`src/design/sdalu_pkg.sv`:
```
package sdalu_pkg;

  localparam int MAX_POWER = 18;
  localparam int IN_W      = 144;
  localparam int OUT_W     = 80;

  localparam logic [2:0] KIND_ADD = 3'd0;
  localparam logic [2:0] KIND_SUB = 3'd1;
  localparam logic [2:0] KIND_CMP = 3'd2;
  localparam logic [2:0] KIND_MUL = 3'd3;
  localparam logic [2:0] KIND_DIV = 3'd4;

  localparam logic [1:0] ST_OK   = 2'd0;
  localparam logic [1:0] ST_OVF  = 2'd1;
  localparam logic [1:0] ST_ZERO = 2'd2;

  localparam logic [1:0] ORD_LT = 2'b11;
  localparam logic [1:0] ORD_EQ = 2'b00;
  localparam logic [1:0] ORD_GT = 2'b01;

  typedef struct packed {
    logic done;
    logic rem_zero;
  } d10_stat_t;

  typedef enum logic [1:0] {
    STRIP_A, STRIP_B, STRIP_R, STRIP_D
  } strip_id_t;

  typedef enum logic [10:0] {
    S_IDLE  = 11'b00000000001,
    S_START = 11'b00000000010,
    S_SCALE = 11'b00000000100,
    S_MUL   = 11'b00000001000,
    S_STRIP = 11'b00000010000,
    S_SWAIT = 11'b00000100000,
    S_SNEXT = 11'b00001000000,
    S_FIT   = 11'b00010000000,
    S_DIV   = 11'b00100000000,
    S_DONE  = 11'b01000000000,
    S_SPARE = 11'b10000000000
  } state_t;

  function automatic logic [4:0] clamp_places(logic [4:0] p);
    return (p > 5'(MAX_POWER)) ? 5'(MAX_POWER) : p;
  endfunction

  function automatic logic [63:0] mag64(logic [63:0] x);
    return x[63] ? (64'd0 - x) : x;
  endfunction

endpackage

```
`src/design/sdalu_div10.sv`:
```
module sdalu_div10 (
  input  logic                  clk,
  input  logic                  rst,
  input  logic                  start,
  input  logic [63:0]           value,
  output logic [63:0]           quot,
  output sdalu_pkg::d10_stat_t  stat
);
  import sdalu_pkg::*;

  logic        busy;
  logic        done;
  logic [2:0]  cnt;
  logic [63:0] n;
  logic [63:0] q;
  logic [3:0]  r;
  logic [7:0]  qbits;
  logic [3:0]  r_next;

  // eight bits of long division by ten per cycle
  always_comb begin
    logic [4:0] t;
    logic [3:0] rr;
    rr = r;
    qbits = '0;
    for (int i = 0; i < 8; i++) begin
      t = {rr, n[63 - i]};
      if (t >= 5'd10) begin
        qbits[7 - i] = 1'b1;
        rr = 4'(t - 5'd10);
      end else begin
        rr = t[3:0];
      end
    end
    r_next = rr;
  end

  always_ff @(posedge clk) begin
    if (rst) begin
      busy <= 1'b0;
      done <= 1'b0;
    end else begin
      done <= busy && (cnt == 3'd7);
      if (start) begin
        busy <= 1'b1;
      end else if (busy && cnt == 3'd7) begin
        busy <= 1'b0;
      end
    end
  end

  always_ff @(posedge clk) begin
    if (start) begin
      n   <= value;
      q   <= '0;
      r   <= '0;
      cnt <= '0;
    end else if (busy) begin
      n   <= {n[55:0], 8'd0};
      q   <= {q[55:0], qbits};
      r   <= r_next;
      cnt <= cnt + 3'd1;
    end
  end

  assign quot          = q;
  assign stat.done     = done;
  assign stat.rem_zero = (r == 4'd0);

endmodule

```
`src/design/scaled_decimal_alu_unit.sv`:
```
// one item at a time: s_tready is high only while the sequencer is idle, from the result cycle on
// add, subtract, compare: operand with fewer places scaled by ten per place of the gap (up to 18)
// multiply: shift-add unit; if the product wraps, both operands are stripped of trailing zeros
// and multiplied again, else trailing zeros are stripped from the product by divide-by-ten trials
// divide: divisor stripped by divide-by-ten trials, up to 18 scale and 18 fit steps, 64 restoring steps
// rst clears the sequencer and the output valid; there is no clearing pass
module scaled_decimal_alu_unit (
  input  logic                          clk,
  input  logic                          rst,
  input  logic                          s_tvalid,
  output logic                          s_tready,
  // a_value, a_places, b_value, b_decimals, quotient_places, zero pad
  input  logic [sdalu_pkg::IN_W-1:0]    s_tdata,
  // kind
  input  logic [2:0]                    s_tuser,
  output logic                          m_tvalid,
  input  logic                          m_tready,
  // result_value, result_places, order, status, zero pad
  output logic [sdalu_pkg::OUT_W-1:0]   m_tdata
);
  import sdalu_pkg::*;

  state_t      state;
  logic [2:0]  kind_r;
  logic [63:0] a;
  logic [63:0] b;
  logic [4:0]  ap;
  logic [4:0]  bp;
  logic [4:0]  qp;
  logic [127:0] acc;
  logic [6:0]  cnt;
  logic [63:0] mc;
  logic [63:0] sv;
  logic [5:0]  sp;
  strip_id_t   sid;
  logic        ascl;
  logic        sgn;
  logic        mphase;
  logic [5:0]  pa;
  logic [5:0]  pb;
  logic        bneg;
  logic        bz;
  logic        qneg;
  logic [4:0]  pw;
  logic [4:0]  pl;
  logic [63:0] rv;
  logic [5:0]  rp;
  logic [1:0]  ord;
  logic [1:0]  st;
  logic [OUT_W-1:0] out_data;

  logic [127:0] acc10;
  logic [64:0]  msum;
  logic [64:0]  trial;
  logic [127:0] av;
  logic [127:0] bv;
  logic [63:0]  lim;
  logic [6:0]   pw_u;
  logic [6:0]   excess;
  logic [4:0]   dec;
  logic [63:0]  bval;
  logic         d10_start;
  logic [63:0]  d10_quot;
  d10_stat_t    d10_stat;

  assign s_tready = (state == S_IDLE);
  assign m_tdata  = out_data;

  // shared datapath pieces
  assign acc10  = {acc[124:0], 3'd0} + {acc[126:0], 1'b0};
  assign msum   = {1'b0, acc[127:64]} + (acc[0] ? {1'b0, mc} : 65'd0);
  assign trial  = {1'b0, acc[126:63]} - {1'b0, mc};
  assign av     = ascl ? acc : {{64{a[63]}}, a};
  assign bv     = ascl ? {{64{b[63]}}, b} : acc;
  assign lim    = sgn ? 64'h8000_0000_0000_0000 : 64'h7fff_ffff_ffff_ffff;
  assign bval   = bneg ? (64'd0 - sv) : sv;
  assign pw_u   = {2'b0, qp} + {1'b0, sp} - {2'b0, ap};
  assign excess = pw_u - 7'(MAX_POWER);
  assign dec    = pw - cnt[4:0];

  assign d10_start = (state == S_STRIP) && (sp != 6'd0);

  sdalu_div10 u_div10 (
    .clk   (clk),
    .rst   (rst),
    .start (d10_start),
    .value (sv),
    .quot  (d10_quot),
    .stat  (d10_stat)
  );

  always_ff @(posedge clk) begin
    if (rst) begin
      state    <= S_IDLE;
      m_tvalid <= 1'b0;
    end else begin
      if (state == S_DONE && (!m_tvalid || m_tready)) begin
        m_tvalid <= 1'b1;
      end else if (m_tready) begin
        m_tvalid <= 1'b0;
      end
      case (state)
        S_IDLE: begin
          if (s_tvalid) begin
            state <= S_START;
          end
        end
        S_START: begin
          case (kind_r)
            KIND_ADD, KIND_SUB, KIND_CMP: state <= S_SCALE;
            KIND_MUL: state <= S_MUL;
            KIND_DIV: state <= (b == 64'd0) ? S_DONE : S_STRIP;
            default: state <= S_DONE;
          endcase
        end
        S_SCALE: begin
          if (cnt == 7'd0) begin
            state <= (kind_r == KIND_DIV) ? S_FIT : S_DONE;
          end
        end
        S_MUL: begin
          if (cnt == 7'd0) begin
            state <= mphase ? S_DONE : S_STRIP;
          end
        end
        S_STRIP: begin
          state <= (sp == 6'd0) ? S_SNEXT : S_SWAIT;
        end
        S_SWAIT: begin
          if (d10_stat.done) begin
            state <= d10_stat.rem_zero ? S_STRIP : S_SNEXT;
          end
        end
        S_SNEXT: begin
          case (sid)
            STRIP_A: state <= S_STRIP;
            STRIP_B: state <= S_MUL;
            STRIP_R: state <= S_DONE;
            default: begin
              if (!pw_u[6] && pw_u > 7'(MAX_POWER) && excess[4:0] > qp) begin
                state <= S_DONE;
              end else begin
                state <= S_SCALE;
              end
            end
          endcase
        end
        S_FIT: begin
          if (!({2'b0, pw} > cnt && acc10[127:63] == 65'd0)) begin
            state <= (dec > pl || bz) ? S_DONE : S_DIV;
          end
        end
        S_DIV: begin
          if (cnt == 7'd0) begin
            state <= S_DONE;
          end
        end
        S_DONE: begin
          if (!m_tvalid || m_tready) begin
            state <= S_IDLE;
          end
        end
        default: state <= S_IDLE;
      endcase
    end
  end

  always_ff @(posedge clk) begin
    case (state)
      S_IDLE: begin
        kind_r <= s_tuser;
        a      <= s_tdata[63:0];
        ap     <= clamp_places(s_tdata[68:64]);
        b      <= s_tdata[132:69];
        bp     <= clamp_places(s_tdata[137:133]);
        qp     <= clamp_places(s_tdata[142:138]);
      end
      S_START: begin
        rv  <= '0;
        rp  <= '0;
        ord <= ORD_EQ;
        st  <= ST_OK;
        case (kind_r)
          KIND_ADD, KIND_SUB, KIND_CMP: begin
            ascl <= (bp > ap);
            if (bp > ap) begin
              acc <= {{64{a[63]}}, a};
              cnt <= {2'b0, bp - ap};
            end else begin
              acc <= {{64{b[63]}}, b};
              cnt <= {2'b0, ap - bp};
            end
          end
          KIND_MUL: begin
            sgn    <= a[63] ^ b[63];
            mc     <= mag64(a);
            acc    <= {64'd0, mag64(b)};
            cnt    <= 7'd64;
            mphase <= 1'b0;
          end
          KIND_DIV: begin
            rv   <= a;
            rp   <= {1'b0, ap};
            bneg <= b[63];
            sv   <= mag64(b);
            sp   <= {1'b0, bp};
            sid  <= STRIP_D;
            if (b == 64'd0) begin
              st <= ST_ZERO;
            end
          end
          default: begin
          end
        endcase
      end
      S_SCALE: begin
        if (cnt != 7'd0) begin
          acc <= acc10;
          cnt <= cnt - 7'd1;
        end else if (kind_r == KIND_DIV) begin
          mc   <= mag64(acc[63:0]);
          bneg <= acc[63];
          bz   <= (acc[63:0] == 64'd0);
          acc  <= {64'd0, mag64(a)};
        end else begin
          case (kind_r)
            KIND_ADD: begin
              rv <= av[63:0] + bv[63:0];
              rp <= {1'b0, ascl ? bp : ap};
            end
            KIND_SUB: begin
              rv <= av[63:0] - bv[63:0];
              rp <= {1'b0, ascl ? bp : ap};
            end
            default: begin
              if ($signed(av) < $signed(bv)) begin
                ord <= ORD_LT;
              end else if ($signed(av) > $signed(bv)) begin
                ord <= ORD_GT;
              end else begin
                ord <= ORD_EQ;
              end
            end
          endcase
        end
      end
      S_MUL: begin
        if (cnt != 7'd0) begin
          acc <= {msum, acc[63:1]};
          cnt <= cnt - 7'd1;
        end else if (mphase) begin
          rv <= sgn ? (64'd0 - acc[63:0]) : acc[63:0];
          rp <= pa + pb;
        end else if (acc > {64'd0, lim}) begin
          // wrapped: strip both operands and multiply again
          sv  <= mag64(a);
          sp  <= {1'b0, ap};
          sid <= STRIP_A;
        end else begin
          sv  <= acc[63:0];
          sp  <= {1'b0, ap} + {1'b0, bp};
          sid <= STRIP_R;
        end
      end
      S_SWAIT: begin
        if (d10_stat.done && d10_stat.rem_zero) begin
          sv <= d10_quot;
          sp <= sp - 6'd1;
        end
      end
      S_SNEXT: begin
        case (sid)
          STRIP_A: begin
            mc  <= sv;
            pa  <= sp;
            sv  <= mag64(b);
            sp  <= {1'b0, bp};
            sid <= STRIP_B;
          end
          STRIP_B: begin
            pb     <= sp;
            acc    <= {64'd0, sv};
            cnt    <= 7'd64;
            mphase <= 1'b1;
          end
          STRIP_R: begin
            rv <= sgn ? (64'd0 - sv) : sv;
            rp <= sp;
          end
          default: begin
            acc <= {{64{bval[63]}}, bval};
            if (pw_u[6]) begin
              cnt <= 7'd0 - pw_u;
              pw  <= '0;
              pl  <= qp;
            end else if (pw_u > 7'(MAX_POWER)) begin
              cnt <= '0;
              pw  <= 5'(MAX_POWER);
              pl  <= qp - excess[4:0];
              if (excess[4:0] > qp) begin
                st <= ST_OVF;
              end
            end else begin
              cnt <= '0;
              pw  <= pw_u[4:0];
              pl  <= qp;
            end
          end
        endcase
      end
      S_FIT: begin
        // largest power not above pw that keeps the scaled dividend in range
        if ({2'b0, pw} > cnt && acc10[127:63] == 65'd0) begin
          acc <= acc10;
          cnt <= cnt + 7'd1;
        end else if (dec > pl) begin
          st <= ST_OVF;
        end else if (bz) begin
          st <= ST_ZERO;
        end else begin
          pl   <= pl - dec;
          acc  <= {64'd0, acc[63:0]};
          cnt  <= 7'd64;
          qneg <= a[63] ^ bneg;
        end
      end
      S_DIV: begin
        if (cnt != 7'd0) begin
          if (!trial[64]) begin
            acc <= {trial[63:0], acc[62:0], 1'b1};
          end else begin
            acc <= {acc[126:0], 1'b0};
          end
          cnt <= cnt - 7'd1;
        end else begin
          rv <= qneg ? (64'd0 - acc[63:0]) : acc[63:0];
          rp <= {1'b0, pl};
        end
      end
      S_DONE: begin
        if (!m_tvalid || m_tready) begin
          out_data <= {6'd0, st, ord, rp, rv};
        end
      end
      default: begin
      end
    endcase
  end

`ifndef SYNTHESIS
  a_d10_wait: assert property (@(posedge clk) disable iff (rst)
    d10_stat.done |-> state == S_SWAIT)
    else $error("divide-by-ten result outside strip wait");

  a_accept_start: assert property (@(posedge clk) disable iff (rst)
    (s_tvalid && s_tready) |=> state == S_START)
    else $error("accepted item did not start");

  a_done_hold: assert property (@(posedge clk) disable iff (rst)
    (state == S_DONE && m_tvalid && !m_tready) |=> state == S_DONE)
    else $error("result dropped while output stalled");

  a_cnt_range: assert property (@(posedge clk) disable iff (rst)
    (state == S_MUL || state == S_DIV) |-> cnt <= 7'd64)
    else $error("serial step count out of range");
`endif

endmodule
```
`config.mk`:
```
export PLATFORM = sky130hd
export DESIGN_NAME = scaled_decimal_alu_unit
export DESIGN_NICKNAME = d
export VERILOG_FILES = /design/src/design/sdalu_pkg.sv /design/src/design/sdalu_div10.sv /design/src/design/scaled_decimal_alu_unit.sv
export SDC_FILE = /design/constraint.sdc
export NUM_CORES = 2
export LEC_CHECK = 0
export BUFFER_PORTS_ARGS = -buffer_cell sky130_fd_sc_hd__clkbuf_2
export CELL_PAD_IN_SITES_DETAIL_PLACEMENT = 0
export CELL_PAD_IN_SITES_GLOBAL_PLACEMENT = 2
export CORE_AREA = 4 4 398 439
export DETAILED_ROUTE_END_ITERATION = 8
export DIE_AREA = 0 0 402 443
export PLACE_DENSITY_LB_ADDON = 0.1
export SLEW_MARGIN = 0
export SYNTH_ARGS = -nofsm -noshare
export SYNTH_HDL_FRONTEND = slang
export SYNTH_HIERARCHICAL = 1
export SYNTH_SLANG_ARGS = --single-unit
```
`constraint.sdc`:
```
create_clock -name clk -period 24.9 [get_ports clk]
set_input_delay 4.98 -clock clk [delete_from_list [all_inputs] [get_ports clk]]
set_output_delay 4.98 -clock clk [all_outputs]
set_load 0.02 [all_outputs]
```
# ---- After elaboration in Yosys (flattened, before gate mapping)
# Cells that the tools add are included.
dict set report word_totals {
  out_inout_bits 82
  reg_bits 742
  input_bits 151
  wordCells 359
}
dict set report op_classes {
  eq_ne 56
  n_addsub 32
  bitwise 7
  muxes 146
  magnitude_cmp 19
  reduce_logical 62
}
# op n
set op_table {}
lappend op_table {{$mux W64} 28}
lappend op_table {{$mux W128} 11}
lappend op_table {{$pmux W128 S6} 1}
lappend op_table {{$pmux W128 S2} 2}
lappend op_table {{$pmux W64 S5} 1}
lappend op_table {{$pmux W64 S4} 1}
lappend op_table {{$sub A1 B64 Y64 const A} 4}
lappend op_table {{$pmux W64 S3} 1}
lappend op_table {{$add A128 B128 Y128} 1}
lappend op_table {{$gt A128 B128 Y1} 1}
lappend op_table {{$gt A128 B64 Y1} 1}
lappend op_table {{$logic_not A64 Y1} 2}
lappend op_table {{$lt A128 B128 Y1} 1}
lappend op_table {{$pmux W64 S2} 1}
lappend op_table {{$pmux W11 S10} 1}
lappend op_table {{$mux W6} 13}
lappend op_table {{$mux W11} 7}
lappend op_table {{$add A64 B64 Y65} 1}
lappend op_table {{$logic_not A65 Y1} 1}
lappend op_table {{$sub A64 B64 Y65} 1}
lappend op_table {{$add A64 B64 Y64} 1}
lappend op_table {{$sub A64 B64 Y64} 1}
lappend op_table {{$pmux W10 S3} 2}
lappend op_table {{$ne A2 B2 Y1 const B} 29}
lappend op_table {{74 further kinds} 209}

# ---- Depth between registers and ports, before layout
dict set report logic_depth {
  ltp_word 16
  depth_mapped 44
  ltp_nobuf 41
}

# ---- By module
# Netlist, hierarchy kept.
# mod seq_area_each_um2 area_each_um2 n_inst cells_each
set modules_own_cells {}
lappend modules_own_cells {scaled_decimal_alu_unit 18027.3 66383.7 1 8218}
lappend modules_own_cells {sdalu_div10 3383.2 6302.3 1 552}

# ---- Least setup slack after synthesis
# Ideal clock, no wire load.
dict set report synth_path {
  path_type {reg2reg}
  start {reg ascl}
  end {reg rv[63], data pin}
  required_time_ns 24.626
  synth_period_minus_slack_ns 9.363
  path_slack_ns 15.537
  path_buffers 8
  path_stages_with_launch 34
  arrival_ns 9.089
  setup_ns 0.274
  cell_sequence {edfxtp_1 clkbuf_1 clkbuf_1 clkbuf_1 buf_1 clkbuf_1 clkbuf_1 clkbuf_1 clkbuf_1 mux2i_1 ha_1 nand2_1 nor3b_1 o21a_1 nand3_1 nor2_1 nor4b_1 nor2_1 xor2_1 ha_1 inv_1 or4_1 nand2b_1 a41o_1 o41a_1 a211o_1 a32o_1 o31ai_1 nand4_1 o21ai_0 a31oi_1 o21ai_0 xnor2_1 o221ai_1}
}
dict set report synth_between {
  elab_chain_cells 6
  elab_cells_between_ends 8
  cone_classes {add/sub: 2; mux: 6}
}
# item line
set synth_rtl {}
lappend synth_rtl {{start: declaration} scaled_decimal_alu_unit.sv:36} ;# logic ascl;
lappend synth_rtl {{start signal: assignment} scaled_decimal_alu_unit.sv:185} ;# ascl <= (bp > ap);
lappend synth_rtl {{$mux W128, on equally long branches} {scaled_decimal_alu_unit.sv:73, scaled_decimal_alu_unit.sv:74}}
lappend synth_rtl {{$sub A64 B64 Y64 / $add A64 B64 Y64 (equally long branches)} {scaled_decimal_alu_unit.sv:232, scaled_decimal_alu_unit.sv:228}}
lappend synth_rtl {{$pmux W64 S2 *} scaled_decimal_alu_unit.sv:226} ;# case (kind_r)
lappend synth_rtl {{$mux W64 *} scaled_decimal_alu_unit.sv:220} ;# end else if (kind_r == KIND_DIV) begin
lappend synth_rtl {{$mux W64 *} scaled_decimal_alu_unit.sv:217} ;# if (cnt != 7'd0) begin
lappend synth_rtl {{$pmux W64 S5 *} scaled_decimal_alu_unit.sv:169} ;# case (state)
lappend synth_rtl {{end signal: assignment} scaled_decimal_alu_unit.sv:228} ;# rv <= av[63:0] + bv[63:0];
lappend synth_rtl {{end signal: assignment} scaled_decimal_alu_unit.sv:232} ;# rv <= av[63:0] - bv[63:0];
lappend synth_rtl {{end signal: assignment} scaled_decimal_alu_unit.sv:252} ;# rv <= sgn ? (64'd0 - acc[63:0]) : acc[63:0];
lappend synth_rtl {{end: declaration} scaled_decimal_alu_unit.sv:46} ;# logic [63:0] rv;
# Every way passes the cells marked *; elsewhere a longest branch is shown, timed or not. The select of a mux whose other input is x is not followed.
# A chain may end at the register's enable or synchronous reset.

# ---- Worst setup path after layout
# Same ends and word-level chain as after synthesis.

==> metrics.md <==
| Metric | Value |
|---|---|
| Post-CTS Setup Repair Bufs | 0 |
| Status | complete, but fails checks |
| Clk_skew | 42.6 ps |
| HPWL Detailed | around 270 mm |
| Setup crit start kind | flop |
| Maximum clock frequency | 99.2 MHz |
| Final Hold Viols | 0 |
| PwrDens | 92.3 nW/um^2 |
| Grt total ovfl | 0 |
| Cell leakage power | 0.0308 uW |
| Max Cap Viol | 2 |
| Final setup vio count | 0 |
| Clock Latency Late Sink | 750 ps |
| Hold Crit Start | rv[16]$_DFFE_PP_ |
| Share of cells above drive strength 1 | 9.13% |
| Max-slew headroom | -6.61% |
| Worst reg2reg path depth | 25 |
| Root Buffer | clkbuf_16 |
| Final Util | 46.5% |
| GRT Overall Usage | 37.2% |
| DRT Pass-1 Iters | 9 |
| Syn-to-layout area delta | 8.85% |
| DR DRC count | 4 |
| Mapped Cells | a little under 9000 |
| Crit path required time | 25320 ps |
| Crit path kind | reg2reg |
| Mapped cell area | 72700 sq um |
| Initial Util | 42.7% |
| Starting DRT DRC Count | 8167 |
| Port bufs | 225 |
| Global-route wire length before repair | a little under 500 mm |
| Critical R2R Launch | ascl$_DFFE_PP_ |
| Synth Area per Inst | 8.29 sq um |
| R2R Setup Slk | 14820 ps |
| Final setup TNS | 0 ps |
| Final Cycle Share | about two fifths |
| Filler cells | 16895 |
| Hold depth | 0 |
| Yosys warnings | 6 |
| Most common cell after layout, fill and taps aside | nand2_1 |
| Async SR Flop Fraction | 0% |
| Hold Path End | m_tdata[16]$_DFFE_PP_ |
| Post-route setup slack | about 15000 ps |
| CP max FO | 69 |
| Initial antenna violation count | 22 |
| Routed Antenna Nets | 0 |
| CTS H-tree depth | 3 |
| DR vias | 72498 |
| Overall die height | 443 microns |
| Area of the multi-input gates | 48400 sq um |
| Vias in the first global route | 69182 |
| Cts hold-fix bufs | 0 |
| Die area | approximately 180000 sq um |
| Row count | 159 |
| Largest net degree at the start of global routing | 133 |
| Worst setup path startpoint | ascl$_DFFE_PP_ |
| RSZ-0062 raised after global routing | false |
| Most frequent cells in the layout | 948 x nand2_1, 837 x a21oi_1, 760 x o21ai_0 |
| Post-CTS sizing | 0 |
| I/O Pins | 233 |
| Crit path capture type | flop |
| Tightest Hold Check Type | reg2reg |
| Max VDD drop | 0.0844 mV |
| Most used DFF post-synth | edfxtp_1 |
| Total power | between 7000 and 8000 uW |
| #FFs+latches synth | 741 |
| Net count, final | around 9400 |
| Reg2reg end | rv[63]$_DFFE_PP_ |
| Post-place setup slack | 15100 ps |
| Data arrival, critical path | 10500 ps |
| Drt total wl | 345 mm |
| Fin crit period | 10080 ps |
| CTS Buf Count | 90 |
| Violated checks | design-rule violations, max-capacitance violations, max-slew violations |
| Core Box Area | 170000 sq um |
| GPL Wtd Cong | just under 1 |
| Clock buffer depth | 3 |
| Worst-Margin Slew | ~1600 ps |
| Die Wd | roughly 400 microns |
| Vias/cell | about 6.6 |
| Post-DR wirelength/cell | 31.3 microns |
| Clk slew on worst S/H paths | 60 ps |
| Number of synthesized flops with an enable pin | 657 |
| Max-slew violations | 4 |
| Clk sinks | 741 |
| TritonCTS clock tree | yes |
| Sequential cell area fraction in the yosys report | 29.5% |
| Synth cell types | 101 |
| Register area | 21400 sq um |
how the worst max path moves through the flow:
stage	to	slack [ps]
6_report	rv[63]$_DFFE_PP_	14820
5_1_grt	rv[63]$_DFFE_PP_	14450
4_1_cts	rv[63]$_DFFE_PP_	15080
3_5_place_dp	rv[63]$_DFFE_PP_	15100
3_3_place_gp	rv[63]$_DFFE_PP_	15140
2_1_floorplan	rv[63]$_DFFE_PP_	15540
per-stage QoR:
step	instances	hold WS [ps]	instance area [sq um]
after floorplan	8775	400	72700
after global placement	10861	401	76100
after detailed placement	10861	405	76100
after CTS	11029	402	79100
after global routing	11030	415	79100
final	11035	406	79100
cells in the mapped netlist, types with 101 or more instances:
cell type	instances	area (sq um)
a221oi_1	106	928
mux2_2	127	1430
mux2i_1	225	2250
edfxtp_1	657	19700
inv_1	242	908
nor3_1	165	826
xor2_1	312	2730
xnor2_1	378	3310
a22oi_1	124	931
o21ai_0	760	3800
a21oi_1	839	4200
a21o_1	188	1410
nor2_1	663	2490
o31ai_1	101	758
nand2b_1	105	657
nand3_1	128	641
clkbuf_1	490	1840
or3_1	106	663
nand4_1	178	1110
nand2_1	953	3580
ha_1	572	7160
critical path, cell delays in order (launching register included):
cell,delay (ps)
edfxtp_1,900
buf_4,730
buf_4,830
mux2i_1,480
o211ai_1,200
nor2_1,210
nand2_1,120
nor4_1,820
a21oi_1,300
a21oi_1,220
xnor2_1,90
ha_1,390
nand3_1,200
or4_1,560
nand2b_1,170
a41o_1,230
o41a_1,230
a211o_1,370
a32o_1,330
o31ai_1,750
nand4_1,300
o21ai_0,420
a31oi_1,210
o21ai_0,240
xnor2_1,160
o221ai_1,150
cell type report:
type / instances / area share (%)
multi-input cells: 7217 / 61.2
flip-flops and latches: 741 / 27.1
well taps: 2254 / 3.56
repair buffers: 405 / 3.19
clock buffers: 106 / 2.99
inverters: 244 / 1.17
clock inverters: 62 / 0.821
diodes: 6 / 0.0190
kinds of logic after synthesis:
family,after synthesis,share of synthesized area (%)
DFF,741,29.5
xor gates and xnor gates,690,8.31
and+or+nand+nor,2748,18.0
adders and majority gates,588,10.3
other,1,0.00516
muxes,353,5.09
AOI/OAI and AO/OA,2832,24.5
buffers and inverters,817,4.33
metal layers:
layer	GRT usage [%]	vias to the layer above	routed length (microns)
met3	7.41	733	31500
met4	18.8	14	19900
met1	49.8	35365	144000
met5	0	-	84
li1	-	32641	-
met2	57.2	3745	150000
flip-flops by register name, indices dropped and copies added (netlist names), 6 cells and up:
register      count
sv               64
rp                6
u_div10/quot     64
mc               64
m_tdata          74
sp                6
pb                6
acc             128
u_div10/n        64
rv               64
b                64
cnt               7
pa                6
a                64
state            10
where the power goes:
part / switching, uW / internal, uW
sequential: 265 / 1620
clock: 613 / 781
combinational: 2620 / 1400
total: 3500 / 3800
(Power assumes the default switching activity.)
